<file path="config.mk">
export PLATFORM = sky130hd
export DESIGN_NAME = i2c_eeprom_transfer_sequencer
export DESIGN_NICKNAME = d
export VERILOG_FILES = /design/src/design/eets_pkg.sv /design/src/design/eets_front.sv /design/src/design/eets_queue.sv /design/src/design/eets_back.sv /design/src/design/i2c_eeprom_transfer_sequencer.sv
export SDC_FILE = /design/constraint.sdc
export NUM_CORES = 1
export LEC_CHECK = 0
export BUFFER_PORTS_ARGS = -buffer_cell sky130_fd_sc_hd__buf_2
export CAP_MARGIN = 25
export CORE_MARGIN = 2
export CORE_UTILIZATION = 61
export DETAILED_ROUTE_END_ITERATION = 10
export MAX_ROUTING_LAYER = met4
export PLACE_DENSITY = 0.83
export SLEW_MARGIN = 25
export SYNTH_ARGS = -nofsm -noshare
export SYNTH_HDL_FRONTEND = slang
export SYNTH_HIERARCHICAL = 1
export SYNTH_SLANG_ARGS = --single-unit
</file>
<file path="constraint.sdc">
create_clock -name clock -period 11.4 [get_ports clock]
set_input_delay 1.14 -clock clock [delete_from_list [all_inputs] [get_ports clock]]
set_output_delay 1.14 -clock clock [all_outputs]
set_load 0.03 [all_outputs]
</file>
<file path="src/design/eets_pkg.sv">
// ----------------------------------------------------------------------------
// eets_pkg
// types and constants shared by the eeprom transfer sequencer modules
// ----------------------------------------------------------------------------
`default_nettype none

package eets_pkg;

   localparam int unsigned ADDR_W      = 16;
   localparam int unsigned QUEUE_DEPTH = 4;
   localparam int unsigned QPTR_W      = 2;
   localparam int unsigned QCNT_W      = 3;

   typedef enum logic [2:0] {
      PRIM_START     = 3'd0,
      PRIM_RESTART   = 3'd1,
      PRIM_STOP      = 3'd2,
      PRIM_WRITE     = 3'd3,
      PRIM_READ_ACK  = 3'd4,
      PRIM_READ_NACK = 3'd5,
      PRIM_POLL      = 3'd6
   } prim_type;

   typedef enum logic [13:0] {
      ST_OPEN    = 14'b00000000000001,
      ST_CTRLW   = 14'b00000000000010,
      ST_ADDRH   = 14'b00000000000100,
      ST_ADDRL   = 14'b00000000001000,
      ST_RESTART = 14'b00000000010000,
      ST_CTRLR   = 14'b00000000100000,
      ST_DATA    = 14'b00000001000000,
      ST_PSTOP   = 14'b00000010000000,
      ST_POLL    = 14'b00000100000000,
      ST_PSTART  = 14'b00001000000000,
      ST_PCTRL   = 14'b00010000000000,
      ST_PADDRH  = 14'b00100000000000,
      ST_PADDRL  = 14'b01000000000000,
      ST_STOP    = 14'b10000000000000
   } step_type;

   typedef struct packed {
      logic              open;
      logic              restart;
      logic              rd;
      logic [ADDR_W-1:0] addr;
      logic [7:0]        wdata;
      logic              last;
   } cmd_type;

   typedef struct packed {
      logic full;
      logic valid;
   } qstat_type;

endpackage

`default_nettype wire

</file>
<file path="src/design/eets_front.sv">
// ----------------------------------------------------------------------------
// eets_front
// accepts byte requests, tracks the running address and open transaction,
// and turns each request into a command for the back end
// ----------------------------------------------------------------------------
`default_nettype none

module eets_front (
   input  wire logic                          clock,
   input  wire logic                          reset,
   input  wire logic                          req_valid,
   output logic                               req_stall,
   input  wire logic                          req_opcode,
   input  wire logic [eets_pkg::ADDR_W-1:0]   req_start_address,
   input  wire logic [7:0]                    req_write_data,
   input  wire logic                          req_first_byte,
   input  wire logic                          req_last_byte,
   input  wire eets_pkg::qstat_type           qstat,
   output logic                               push,
   output eets_pkg::cmd_type                  cmd
);

   logic [eets_pkg::ADDR_W-1:0] cur_addr_ff, cur_addr_in;
   logic                        open_ff, open_in;
   logic                        opening;

   assign req_stall = qstat.full;
   assign push      = req_valid && !qstat.full;
   assign opening   = req_first_byte || !open_ff;

   always_comb begin
      cmd.open    = opening;
      cmd.restart = open_ff;
      cmd.rd      = req_opcode;
      cmd.addr    = req_first_byte ? req_start_address : cur_addr_ff;
      cmd.wdata   = req_write_data;
      cmd.last    = req_last_byte;
      cur_addr_in = cur_addr_ff;
      open_in     = open_ff;
      if (push) begin
         cur_addr_in = cmd.addr + eets_pkg::ADDR_W'(1);
         open_in     = !req_last_byte;
      end
   end

   always_ff @(posedge clock) begin
      if (reset) begin
         cur_addr_ff <= '0;
         open_ff     <= 1'b0;
      end else begin
         cur_addr_ff <= cur_addr_in;
         open_ff     <= open_in;
      end
   end

endmodule

`default_nettype wire

</file>
<file path="src/design/eets_queue.sv">
// ----------------------------------------------------------------------------
// eets_queue
// short command queue between the front end and the bus sequencer
// ----------------------------------------------------------------------------
`default_nettype none

module eets_queue (
   input  wire logic               clock,
   input  wire logic               reset,
   input  wire logic               push,
   input  wire eets_pkg::cmd_type  push_cmd,
   input  wire logic               pop,
   output eets_pkg::cmd_type       head_cmd,
   output eets_pkg::qstat_type     qstat
);

   eets_pkg::cmd_type                 mem_ff [eets_pkg::QUEUE_DEPTH];
   logic [eets_pkg::QPTR_W-1:0]       wr_ptr_ff, wr_ptr_in;
   logic [eets_pkg::QPTR_W-1:0]       rd_ptr_ff, rd_ptr_in;
   logic [eets_pkg::QCNT_W-1:0]       count_ff, count_in;

   assign head_cmd    = mem_ff[rd_ptr_ff];
   assign qstat.valid = (count_ff != '0);
   assign qstat.full  = (count_ff == eets_pkg::QCNT_W'(eets_pkg::QUEUE_DEPTH));

   always_comb begin
      wr_ptr_in = wr_ptr_ff;
      rd_ptr_in = rd_ptr_ff;
      count_in  = count_ff;
      if (push) begin
         wr_ptr_in = wr_ptr_ff + eets_pkg::QPTR_W'(1);
      end
      if (pop) begin
         rd_ptr_in = rd_ptr_ff + eets_pkg::QPTR_W'(1);
      end
      if (push && !pop) begin
         count_in = count_ff + eets_pkg::QCNT_W'(1);
      end else if (pop && !push) begin
         count_in = count_ff - eets_pkg::QCNT_W'(1);
      end
   end

   always_ff @(posedge clock) begin
      if (push) begin
         mem_ff[wr_ptr_ff] <= push_cmd;
      end
   end

   always_ff @(posedge clock) begin
      if (reset) begin
         wr_ptr_ff <= '0;
         rd_ptr_ff <= '0;
         count_ff  <= '0;
      end else begin
         wr_ptr_ff <= wr_ptr_in;
         rd_ptr_ff <= rd_ptr_in;
         count_ff  <= count_in;
      end
   end

endmodule

`default_nettype wire

</file>
<file path="src/design/eets_back.sv">
// ----------------------------------------------------------------------------
// eets_back
// bus sequencer: steps through the primitives of one command at a time
// and holds them in the result register
// ----------------------------------------------------------------------------
`default_nettype none

module eets_back #(
   parameter int unsigned PAGE_BYTES = 64
) (
   input  wire logic                       clock,
   input  wire logic                       reset,
   input  wire logic [6:0]                 device_address,
   input  wire eets_pkg::qstat_type        qstat,
   input  wire eets_pkg::cmd_type          head_cmd,
   output logic                            pop,
   output logic                            rsp_valid,
   input  wire logic                       rsp_stall,
   output logic [2:0]                      rsp_primitive_res,
   output logic [7:0]                      rsp_bus_byte,
   output logic                            rsp_run_end
);

   localparam logic [63:0] RECIP_WIDE = ((64'd1 << 32) + 64'(PAGE_BYTES) - 64'd1)
                                        / 64'(PAGE_BYTES);
   localparam logic [31:0] RECIP      = RECIP_WIDE[31:0];

   eets_pkg::step_type               step_ff, step_in, step_nxt;
   eets_pkg::cmd_type                cmd_ff, cmd_in;
   logic                             busy_ff, busy_in;
   logic [eets_pkg::ADDR_W-1:0]      quot_ff, quot_in;
   logic                             rsp_valid_ff, rsp_valid_in;
   eets_pkg::prim_type               prim_ff, prim_in, prim_now;
   logic [7:0]                       byte_ff, byte_in, byte_now;
   logic                             end_ff, end_in, done_now;
   logic                             advance, emit, load;
   logic [eets_pkg::ADDR_W-1:0]      nxt_addr, head_nxt;
   logic [47:0]                      quot_prod;
   logic [31:0]                      page_base;
   logic                             boundary;
   logic [7:0]                       ctrl_w, ctrl_r;

   assign ctrl_w    = {device_address, 1'b0};
   assign ctrl_r    = {device_address, 1'b1};
   assign nxt_addr  = cmd_ff.addr + eets_pkg::ADDR_W'(1);
   assign head_nxt  = head_cmd.addr + eets_pkg::ADDR_W'(1);
   assign quot_prod = {32'd0, head_nxt} * {16'd0, RECIP};
   assign quot_in   = quot_prod[47:32];
   assign page_base = 32'(quot_ff) * 32'(PAGE_BYTES);
   assign boundary  = (page_base == {16'd0, nxt_addr});

   assign advance = !rsp_valid_ff || !rsp_stall;
   assign emit    = busy_ff && advance;

   always_comb begin
      step_nxt = eets_pkg::ST_STOP;
      done_now = 1'b0;
      prim_now = eets_pkg::PRIM_WRITE;
      byte_now = 8'd0;
      unique case (step_ff)
         eets_pkg::ST_OPEN: begin
            prim_now = cmd_ff.restart ? eets_pkg::PRIM_RESTART : eets_pkg::PRIM_START;
            step_nxt = eets_pkg::ST_CTRLW;
         end
         eets_pkg::ST_CTRLW: begin
            byte_now = ctrl_w;
            step_nxt = eets_pkg::ST_ADDRH;
         end
         eets_pkg::ST_ADDRH: begin
            byte_now = cmd_ff.addr[15:8];
            step_nxt = eets_pkg::ST_ADDRL;
         end
         eets_pkg::ST_ADDRL: begin
            byte_now = cmd_ff.addr[7:0];
            step_nxt = cmd_ff.rd ? eets_pkg::ST_RESTART : eets_pkg::ST_DATA;
         end
         eets_pkg::ST_RESTART: begin
            prim_now = eets_pkg::PRIM_RESTART;
            step_nxt = eets_pkg::ST_CTRLR;
         end
         eets_pkg::ST_CTRLR: begin
            byte_now = ctrl_r;
            step_nxt = eets_pkg::ST_DATA;
         end
         eets_pkg::ST_DATA: begin
            if (cmd_ff.rd) begin
               prim_now = cmd_ff.last ? eets_pkg::PRIM_READ_NACK : eets_pkg::PRIM_READ_ACK;
            end else begin
               byte_now = cmd_ff.wdata;
            end
            if (!cmd_ff.rd && boundary) begin
               step_nxt = eets_pkg::ST_PSTOP;
            end else begin
               step_nxt = eets_pkg::ST_STOP;
               done_now = !cmd_ff.last;
            end
         end
         eets_pkg::ST_PSTOP: begin
            prim_now = eets_pkg::PRIM_STOP;
            step_nxt = eets_pkg::ST_POLL;
         end
         eets_pkg::ST_POLL: begin
            prim_now = eets_pkg::PRIM_POLL;
            byte_now = ctrl_w;
            step_nxt = eets_pkg::ST_PSTART;
         end
         eets_pkg::ST_PSTART: begin
            prim_now = eets_pkg::PRIM_START;
            step_nxt = eets_pkg::ST_PCTRL;
         end
         eets_pkg::ST_PCTRL: begin
            byte_now = ctrl_w;
            step_nxt = eets_pkg::ST_PADDRH;
         end
         eets_pkg::ST_PADDRH: begin
            byte_now = nxt_addr[15:8];
            step_nxt = eets_pkg::ST_PADDRL;
         end
         eets_pkg::ST_PADDRL: begin
            byte_now = nxt_addr[7:0];
            step_nxt = eets_pkg::ST_STOP;
            done_now = !cmd_ff.last;
         end
         eets_pkg::ST_STOP: begin
            prim_now = eets_pkg::PRIM_STOP;
            done_now = 1'b1;
         end
         default: begin
            done_now = 1'b1;
         end
      endcase
   end

   assign load = qstat.valid && (!busy_ff || (emit && done_now));
   assign pop  = load;

   always_comb begin
      step_in      = step_ff;
      cmd_in       = cmd_ff;
      busy_in      = busy_ff;
      rsp_valid_in = rsp_valid_ff;
      prim_in      = prim_ff;
      byte_in      = byte_ff;
      end_in       = end_ff;
      if (advance) begin
         rsp_valid_in = busy_ff;
      end
      if (emit) begin
         prim_in = prim_now;
         byte_in = byte_now;
         end_in  = done_now;
         step_in = step_nxt;
         if (done_now) begin
            busy_in = 1'b0;
         end
      end
      if (load) begin
         cmd_in  = head_cmd;
         busy_in = 1'b1;
         step_in = head_cmd.open ? eets_pkg::ST_OPEN : eets_pkg::ST_DATA;
      end
   end

   always_ff @(posedge clock) begin
      if (reset) begin
         busy_ff      <= 1'b0;
         rsp_valid_ff <= 1'b0;
         step_ff      <= eets_pkg::ST_OPEN;
      end else begin
         busy_ff      <= busy_in;
         rsp_valid_ff <= rsp_valid_in;
         step_ff      <= step_in;
      end
   end

   always_ff @(posedge clock) begin
      cmd_ff  <= cmd_in;
      prim_ff <= prim_in;
      byte_ff <= byte_in;
      end_ff  <= end_in;
      if (load) begin
         quot_ff <= quot_in;
      end
   end

   assign rsp_valid         = rsp_valid_ff;
   assign rsp_primitive_res = prim_ff;
   assign rsp_bus_byte      = byte_ff;
   assign rsp_run_end       = end_ff;

`ifndef SYNTHESIS
   a_idle_loads: assert property (@(posedge clock) disable iff (reset)
      !busy_ff && qstat.valid |=> busy_ff)
      else $error("sequencer left a queued command waiting");

   a_restart_only_reads: assert property (@(posedge clock) disable iff (reset)
      busy_ff && step_ff == eets_pkg::ST_RESTART |-> cmd_ff.rd)
      else $error("read restart on a write command");

   a_page_only_writes: assert property (@(posedge clock) disable iff (reset)
      busy_ff && step_ff == eets_pkg::ST_PSTOP |-> !cmd_ff.rd)
      else $error("page reopen on a read command");
`endif

endmodule

`default_nettype wire

</file>
<file path="src/design/i2c_eeprom_transfer_sequencer.sv">
// ----------------------------------------------------------------------------
// i2c_eeprom_transfer_sequencer
// turns eeprom byte requests into runs of i2c master primitives
//
//   channel  direction  handshake          payload
//   req      in         req_valid/stall    opcode, start_address, write_data,
//                                          first_byte, last_byte
//   rsp      out        rsp_valid/stall    primitive_res, bus_byte, run_end
//   csr      in         apb psel/penable   device_address at byte address 0
//
// one primitive leaves per clock unless the result side stalls, and an item
// causes 1 to 12 primitives; a four-entry queue lets the front take items
// while the sequencer works.
// synchronous active-high reset empties the queue and clears the address.
// a stalled result holds the sequencer; a full queue stalls requests.
// ----------------------------------------------------------------------------
`default_nettype none

module i2c_eeprom_transfer_sequencer #(
   parameter int unsigned PAGE_BYTES = 64
) (
   input  wire logic                         clock,
   input  wire logic                         reset,
   input  wire logic                         req_valid,
   output logic                              req_stall,
   input  wire logic                         req_opcode,
   input  wire logic [eets_pkg::ADDR_W-1:0]  req_start_address,
   input  wire logic [7:0]                   req_write_data,
   input  wire logic                         req_first_byte,
   input  wire logic                         req_last_byte,
   output logic                              rsp_valid,
   input  wire logic                         rsp_stall,
   output logic [2:0]                        rsp_primitive_res,
   output logic [7:0]                        rsp_bus_byte,
   output logic                              rsp_run_end,
   input  wire logic                         csr_psel,
   input  wire logic                         csr_penable,
   input  wire logic                         csr_pwrite,
   input  wire logic [1:0]                   csr_paddr,
   input  wire logic [31:0]                  csr_pwdata,
   output logic [31:0]                       csr_prdata,
   output logic                              csr_pready
);

   localparam logic [1:0] REG_DEVICE_ADDRESS = 2'd0;

   logic [6:0]          dev_addr_ff, dev_addr_in;
   logic                push, pop;
   eets_pkg::cmd_type   push_cmd, head_cmd;
   eets_pkg::qstat_type qstat;

   assign csr_pready = 1'b1;
   assign csr_prdata = (csr_paddr == REG_DEVICE_ADDRESS) ? {25'd0, dev_addr_ff} : 32'd0;

   always_comb begin
      dev_addr_in = dev_addr_ff;
      if (csr_psel && csr_penable && csr_pwrite && csr_pready
          && csr_paddr == REG_DEVICE_ADDRESS) begin
         dev_addr_in = csr_pwdata[6:0];
      end
   end

   always_ff @(posedge clock) begin
      if (reset) begin
         dev_addr_ff <= 7'd80;
      end else begin
         dev_addr_ff <= dev_addr_in;
      end
   end

   eets_front u_front (
      .clock             (clock),
      .reset             (reset),
      .req_valid         (req_valid),
      .req_stall         (req_stall),
      .req_opcode        (req_opcode),
      .req_start_address (req_start_address),
      .req_write_data    (req_write_data),
      .req_first_byte    (req_first_byte),
      .req_last_byte     (req_last_byte),
      .qstat             (qstat),
      .push              (push),
      .cmd               (push_cmd)
   );

   eets_queue u_queue (
      .clock    (clock),
      .reset    (reset),
      .push     (push),
      .push_cmd (push_cmd),
      .pop      (pop),
      .head_cmd (head_cmd),
      .qstat    (qstat)
   );

   eets_back #(
      .PAGE_BYTES (PAGE_BYTES)
   ) u_back (
      .clock             (clock),
      .reset             (reset),
      .device_address    (dev_addr_ff),
      .qstat             (qstat),
      .head_cmd          (head_cmd),
      .pop               (pop),
      .rsp_valid         (rsp_valid),
      .rsp_stall         (rsp_stall),
      .rsp_primitive_res (rsp_primitive_res),
      .rsp_bus_byte      (rsp_bus_byte),
      .rsp_run_end       (rsp_run_end)
   );

endmodule

`default_nettype wire

</file>
==> Implementation_results.wiki, run 1 <==
{| class="wikitable"
! Metric !! Value
|-
| Setup repair bufs after CTS || 0
|-
| Flip-flop cell with the highest count after synthesis || sky130_fd_sc_hd__edfxtp_1
|-
| Final sum of negative setup slack || 0 ns
|-
| Number of CTS-inserted buffers || 22
|-
| Crit path DAT || between 4 and 5 ns
|-
| Initial DRC count || about 600
|-
| RSZ-0062 raised after global routing || no
|-
| DR WL/cell || 19.0 um
|-
| Share of total power in combinational logic || 0.271
|-
| Resized Gates After CTS || 0
|-
| Total via count in the routed design || ~6600
|-
| Clock network power share || 0.278
|-
| Slew of the pin with the lowest slew margin || slightly below 0.8 ns
|-
| Area growth, synth to finish || 9.07%
|-
| Initial antenna violation count || 0
|-
| Routed wire length || 20400 um
|-
| Type of the tightest min-delay check || reg -> reg
|-
| Count of flip-flops with a built-in enable after synthesis || 161
|-
| Library cell with the largest summed area after synthesis || sky130_fd_sc_hd__edfxtp_1
|-
| Internal power component || ~1700 uW
|-
| Top library cells by usage in the layout, fill and taps aside || sky130_fd_sc_hd__edfxtp_1 (161), sky130_fd_sc_hd__buf_2 (63), sky130_fd_sc_hd__nor2_1 (50), sky130_fd_sc_hd__nand2_1 (50), sky130_fd_sc_hd__dfxtp_1 (48)
|-
| Part of the power in registers || 0.451
|-
| Final Hold Vio Count || 0
|-
| Number of warnings reported in the yosys synthesis log || 6
|-
| Sw frac || 0.331
|-
| Post-layout nets || between 900 and 1000
|-
| Die Outline Area || 17800 um2
|-
| Worst setup path category || reg -> reg
|-
| Shortest clock period the worst path allows after layout || between 4 and 5 ns
|-
| Initial cell density of the core || 0.622
|-
| Setup Viol. Count Final || 0
|-
| CP endpoint kind || flop
|-
| Core Area || 16500 um2
|-
| Post-synth top area share || 0.472
|-
| Proportion of layout cells with a drive suffix above 1 || 0.200
|-
| Worst slew margin || 0.476
|-
| Residual overflow from global routing || 0
|-
| Clock insertion delay at the later pin of the skew report || approximately 0.53 ns
|-
| Number of placed instances with taps included || 1034
|-
| Proportion of synthesized chip area in sequential cells || 0.568
|-
| Net Switching || 862 uW
|-
| Clock Tree Root || sky130_fd_sc_hd__clkbuf_16
|-
| Period utilization || 0.381
|-
| Power density over the cells || about 230 nW/um2
|-
| Reg clk slew, reported paths || 0.06 ns
|-
| Number of global-route vias before repair || 6331
|-
| Highest clock frequency the design can meet || roughly 0.23 GHz
|-
| Site Rows || 47
|-
| Max IR drop VDD || between 0.1 and 0.15 mV
|-
| Cell area after technology mapping || between 10000 and 15000 um2
|-
| Static leakage || around 0.004 uW
|-
| Top cells by area in the synthesized netlist || sky130_fd_sc_hd__edfxtp_1 (47%), sky130_fd_sc_hd__dfxtp_1 (9.6%), sky130_fd_sc_hd__mux4_2 (4.4%)
|-
| Nature of the critical path startpoint || flop
|-
| Antenna cells || 0
|-
| Clock tree from TritonCTS || built
|-
| Post-Synthesis Mean Instance Area || 12.8 um2
|-
| Number of routed nets with antenna violations || 0
|-
| Clock Skews || approximately 0.0072 ns
|-
| CTS sink count || 210
|-
| Remaining design rule violation count || 0
|-
| Synth Register Bits || 210
|-
| Count of hold buffers inserted by post-cts repair || 0
|-
| Fraction of registers with async set or reset after synthesis || 0
|-
| Number of max-slew violations in the final report || 0
|-
| Die Y-Extent || approximately 130 um
|-
| Via density per instance || 6.14
|-
| Result of the run || finished clean
|-
| Buffers added on ports || 63
|-
| Crit-path max FO || between 50 and 60
|-
| Distinct cell type count after synthesis || 82
|-
| Most common cell after layout, fill and taps aside || sky130_fd_sc_hd__edfxtp_1
|-
| Final hold slack || a little under 0.5 ns
|-
| Max H-tree Level || 1
|-
| Horiz. Die Dim || ~130 um
|-
| Required time of the critical path || approximately 12 ns
|-
| Post-DP HPWL || 13300 um
|-
| Gate count of the mapped netlist || between 800 and 900
|-
| Number of standard cells in the layout, taps in and fillers out || between 1000 and 1500
|-
| Bufs on Longest Clock Path || 3
|-
| Reported max-cap violation count || 0
|-
| Global-route wire length before repair || about 33000 um
|-
| Routability-driven placement congestion ratio || 0.938
|-
| Top-Level Pins || ~120
|-
| First-pass detailed-route iteration total || 5
|-
| Total design power || 2600 uW
|-
| Filler cells || around 1200
|-
| Pin count of the biggest net entering global routing || 55
|-
| Global-route usage over all layers || 0.241
|}
[cells by family (layout without fill, tap and decap cells)]
logic type                 count (synthesis)  in the layout  share of synthesized area
DFF                                      210            210                      0.568
AOI/OAI and AO/OA                        119            119                     0.0792
buffers and inverters                     99            126                     0.0606
muxes                                     58             58                     0.0955
and+or+nand+nor                          267            267                      0.152
xor gates and xnor gates                  38             38                     0.0325
other                                      2             26                   0.000734
adders and majority gates                  9              9                     0.0117
[worst paths after layout]
check	start	end	slack [ns]	depth (start not counted)
min reg2reg	u_front/cur_addr_ff[0]	u_front/cur_addr_ff[0]	0.48	2
max reg2reg	u_back/cmd_ff[9]	u_queue/count_ff[2]	7.06	14
min	u_front/cur_addr_ff[0]	u_front/cur_addr_ff[0]	0.48	2
max	u_back/cmd_ff[9]	u_queue/count_ff[2]	7.06	14
[worst max-delay path, stage by stage (launching register included)]
cell                       delay [ns]
sky130_fd_sc_hd__edfxtp_1        0.51
sky130_fd_sc_hd__ha_1            0.33
sky130_fd_sc_hd__and4_1          0.29
sky130_fd_sc_hd__a2111o_1        0.43
sky130_fd_sc_hd__a211o_1         0.32
sky130_fd_sc_hd__a221oi_2        0.29
sky130_fd_sc_hd__a41oi_1         0.21
sky130_fd_sc_hd__o21a_4          0.48
sky130_fd_sc_hd__inv_1           0.14
sky130_fd_sc_hd__ha_1            0.19
sky130_fd_sc_hd__inv_1           0.06
sky130_fd_sc_hd__fa_1            0.37
sky130_fd_sc_hd__xor2_1          0.18
sky130_fd_sc_hd__or3_1           0.30
sky130_fd_sc_hd__a21oi_1         0.15
[Yosys cell counts (14+ instances only)]
library cell and n:
sky130_fd_sc_hd__a21oi_1 35, sky130_fd_sc_hd__buf_4 39, sky130_fd_sc_hd__clkbuf_1 20, sky130_fd_sc_hd__dfxtp_1 49, sky130_fd_sc_hd__edfxtp_1 161, sky130_fd_sc_hd__inv_1 15, sky130_fd_sc_hd__mux2i_1 17, sky130_fd_sc_hd__mux4_2 20
sky130_fd_sc_hd__nand2_1 50, sky130_fd_sc_hd__nand3_1 30, sky130_fd_sc_hd__nand4_1 14, sky130_fd_sc_hd__nor2_1 50, sky130_fd_sc_hd__nor3_1 15, sky130_fd_sc_hd__o21ai_0 21, sky130_fd_sc_hd__xnor2_1 23, sky130_fd_sc_hd__xor2_1 15
[per-layer routing]
metal	vias up	GRT usage	wire length (um)
met5	-	-	0
met4	0	0.0928	676
met3	53	0.0323	1290
met2	280	0.393	10000
met1	3182	0.311	8380
li1	3071	-	-
[state kept, by name (all words and copies together), names as in the netlist, 3 cells and up, named ones only]
signal,flops
u_back/rsp_bus_byte,8
u_front/cur_addr_ff,16
u_back/quot_ff,10
u_queue/mem_ff,112
u_back/cmd_ff,27
u_queue/count_ff,3
u_back/rsp_primitive_res,3
dev_addr_ff,7
u_back/step_ff,14
[power groups by stage]
stage                     clock network (uW)  logic, uW  registers (uW)
final                                    724        705            1170
after global routing                     765        777            1190
after CTS                                739        707            1170
after detailed placement                   0        699            1180
after global placement                     0        677            1170
after floorplan                            0        575            1150
[area by class of cell]
| cell class | count | area (um2) | area share |
|---|---|---|---|
| clock buffer | 26 | 566 | 0.0507 |
| clock inverter | 13 | 180 | 0.0161 |
| inverter | 17 | 63.8 | 0.00572 |
| multi-input combinational | 517 | 3890 | 0.349 |
| sequential | 210 | 5820 | 0.521 |
| tap | 220 | 275 | 0.0247 |
| timing repair buffer | 70 | 368 | 0.0329 |
[through the flow]
step,setup WS [ns],instance area (um2),util
2_1_floorplan,7.54,10300,-
3_3_place_gp,7.21,10400,0.632
3_5_place_dp,7.11,10400,0.632
4_1_cts,7.04,11200,0.678
5_1_grt,6.82,11200,0.678
6_report,7.06,11200,0.678
Note: power is estimated with default switching activity, not from simulation.
==> inputs of run 2 (changes only) <==
Settings changed: CORE_UTILIZATION 61 to 53, PLACE_DENSITY 0.83 to 0.76.
Clock period 11.4 ns to 3.6 ns, I/O delays scaled along.
==> Implementation_results.wiki, run 2 (same netlist as run 1, synthesis figures left out) <==
{| class="wikitable"
! Metric !! Value
|-
| Result of the run || finished clean
|-
| Post-layout nets || 933 (+2.0%)
|-
| Required time of the critical path || 4.03 ns (-7.82 ns)
|-
| Number of standard cells in the layout, taps in and fillers out || 1132 (+5.5%)
|-
| Clock network power share || 0.272 (-0.006)
|-
| Biggest register || u_queue/mem_ff
|-
| Initial cell density of the core || 0.544 (-0.0781)
|-
| Worst reg-to-reg path cell count || 14 (unchanged)
|-
| Cell with the largest stage delay on the worst path || sky130_fd_sc_hd__edfxtp_1
|-
| Storage element area || 5820 um2 (unchanged)
|-
| Setup ws final || 0.109 ns (-6.95 ns)
|-
| WP depth || 14 (unchanged)
|-
| Net Switching || 2760 uW (+220%)
|-
| Clock insertion delay at the later pin of the skew report || 0.50 ns (-0.03 ns)
|-
| Static leakage || 0.00400 uW (+2.5%)
|-
| Highest clock frequency the design can meet || 0.286 GHz (+24%)
|-
| Cells on Worst Hold Path || 1 (-1)
|-
| Period utilization || 0.970 (+0.589)
|-
| Site Rows || 50 (+6.4%)
|-
| Shortest clock period the worst path allows after layout || 3.49 ns (-0.848 ns)
|-
| Minimum setup slack after placement || 0.118 ns (-6.99 ns)
|-
| Global-route usage over all layers || 0.205 (-0.0358)
|-
| Number of max-slew violations in the final report || 0 (unchanged)
|-
| Clock tree from TritonCTS || built
|-
| CP endpoint kind || flop
|-
| Final sum of negative setup slack || 0 ns (unchanged)
|-
| Worst slew margin || 0.432 (-0.0435)
|-
| Placed inst area || 10600 um2 (+2.2%)
|-
| Worst setup path category || reg -> reg
|-
| Combined area of the multi-input logic cells || 3950 um2 (+1.4%)
|-
| CTS sink count || 210 (unchanged)
|-
| Most frequent cell on the critical path || sky130_fd_sc_hd__ha_4
|-
| Proportion of layout cells with a drive suffix above 1 || 0.228 (+0.0277)
|-
| Remaining design rule violation count || 0 (unchanged)
|-
| Via density per instance || 5.74 (-6.4%)
|-
| Number of CTS-inserted buffers || 22 (unchanged)
|-
| Max IR drop VDD || 0.381 mV (+170%)
|-
| Setup repair bufs after CTS || 0 (unchanged)
|-
| Core Area || 18800 um2 (+14%)
|-
| Pin count of the biggest net entering global routing || 54 (-1.8%)
|-
| Initial DRC count || 535 (-12%)
|-
| Antenna cells || 0 (unchanged)
|-
| Category of cells accounting for the largest share of critical-path delay || compound AO/OA/AOI/OAI gates
|-
| Total via count in the routed design || 6501 (-1.3%)
|-
| Max H-tree Level || 1 (unchanged)
|-
| Most common cell after layout, fill and taps aside || sky130_fd_sc_hd__edfxtp_1
|-
| Sw frac || 0.329 (-0.00200)
|-
| Number of global-route vias before repair || 6110 (-3.5%)
|-
| Cell area after layout || 11400 um2 (+2.2%)
|-
| Largest regs || u_queue/mem_ff (112), u_back/cmd_ff (27), u_front/cur_addr_ff (16)
|-
| Global-route wire length before repair || 31800 um (-3.7%)
|-
| Routability-driven placement congestion ratio || 0.910 (-2.9%)
|-
| Reg clk slew, reported paths || 0.06 ns (about the same)
|-
| Horiz. Die Dim || 143 um (+7.1%)
|-
| Clock Tree Root || sky130_fd_sc_hd__clkbuf_16
|-
| Clock Skews || 0.0125 ns (+0.00533 ns)
|-
| Crit-path max FO || 7 (-87%)
|-
| Top-Level Pins || 115 (unchanged)
|-
| Count of hold buffers inserted by post-cts repair || 0 (unchanged)
|-
| Total design power || 8380 uW (+220%)
|-
| Reported max-cap violation count || 0 (unchanged)
|-
| Area growth, synth to finish || 11.4%
|-
| Part of the power in registers || 0.445 (-0.006)
|-
| Post-DP HPWL || 13500 um (+1.2%)
|-
| DR WL/cell || 17.6 um (-7.1%)
|-
| Die Outline Area || 20400 um2 (+15%)
|-
| Series of cell instances along the critical path || ha_4 > and4_4 > a2111o_1 > a211o_1 > a221oi_4 > a41oi_2 > o21a_4 > inv_4 > ha_4 > inv_1 > fa_2 > xor2_1 > or3_1 > a21oi_1
|-
| Bufs on Longest Clock Path || 3 (unchanged)
|-
| Number of placed instances with taps included || 1092 (+5.6%)
|-
| Bufs and invs on worst path || 2 (unchanged)
|-
| Die Y-Extent || 143 um (+7.1%)
|-
| Residual overflow from global routing || 0 (unchanged)
|-
| Internal power component || 5620 uW (+220%)
|-
| Share of total power in combinational logic || 0.283 (+0.012)
|-
| Number of flip-flops under the largest register name || 112 (unchanged)
|-
| Buffers added on ports || 63 (unchanged)
|-
| Final Hold Vio Count || 0 (unchanged)
|-
| Routed wire length || 20000 um (-2.0%)
|-
| Initial antenna violation count || 0 (unchanged)
|-
| Setup Viol. Count Final || 0 (unchanged)
|-
| Crit path DAT || 3.92 ns (-0.87 ns)
|-
| Top library cells by usage in the layout, fill and taps aside || sky130_fd_sc_hd__edfxtp_1 (161), sky130_fd_sc_hd__buf_2 (63), sky130_fd_sc_hd__nor2_1 (50), sky130_fd_sc_hd__nand2_1 (50), sky130_fd_sc_hd__dfxtp_1 (48)
|-
| Number of routed nets with antenna violations || 0 (unchanged)
|-
| First-pass detailed-route iteration total || 5 (unchanged)
|-
| Nature of the critical path startpoint || flop
|-
| Slew of the pin with the lowest slew margin || 0.850 ns (+0.0634 ns)
|-
| Power density over the cells || 734 nW/um2 (+210%)
|-
| Type of the tightest min-delay check || in -> reg
|-
| Largest stage delay on the critical path || 0.43 ns (-0.08 ns)
|-
| Filler cells || 1426 (+23%)
|}
run 2: power groups by stage:
stage                     clock, uW  sequential, uW  combinational, uW
after floorplan                   0            3660               1880
after global placement            0            3750               2280
after detailed placement          0            3770               2330
after CTS                      2330            3720               2350
after global routing           2420            3780               2600
final                          2280            3730               2370
run 2: final cells by class:
| type | instances | share of cell area |
|---|---|---|
| clock buffers | 25 | 0.0501 |
| repair buffers | 88 | 0.0444 |
| flip-flops and latches | 210 | 0.510 |
| inverters | 17 | 0.00581 |
| well taps | 260 | 0.0285 |
| multi-input cells | 517 | 0.346 |
| clock inverters | 15 | 0.0148 |
run 2: final timing paths:
kind | slack, ns | to | from
worst min register to register | 0.48 | u_front/cur_addr_ff[13] | u_front/cur_addr_ff[13]
worst max-delay path | 0.11 | u_queue/count_ff[2] | u_back/cmd_ff[9]
worst max register to register | 0.11 | u_queue/count_ff[2] | u_back/cmd_ff[9]
worst min-delay path | 0.07 | u_queue/mem_ff[1][4] | req_write_data[3]
run 2: routing by layer:
metal,track usage,part of all wire,up-vias,routed length (um)
met5,-,0,-,0
met4,0.0641,0.024,0,485
met3,0.0292,0.053,42,1060
met2,0.329,0.48,225,9570
met1,0.274,0.44,3126,8860
li1,-,-,3108,-
run 2: through the flow:
| step | hold WS, ns | util |
|---|---|---|
| after global placement | 0.467 | 0.565 |
| after detailed placement | 0.468 | 0.565 |
| after global routing | 0.0556 | 0.606 |
| final | 0.0708 | 0.606 |
| after floorplan | 0.442 | - |
| after CTS | 0.0490 | 0.604 |
run 2: timing repair:
item / 4_1_cts / 5_1_grt
setup endpoints to repair: 0 / 1
hold endpoints to repair: 0 / 0
resized for setup: 0 / 4
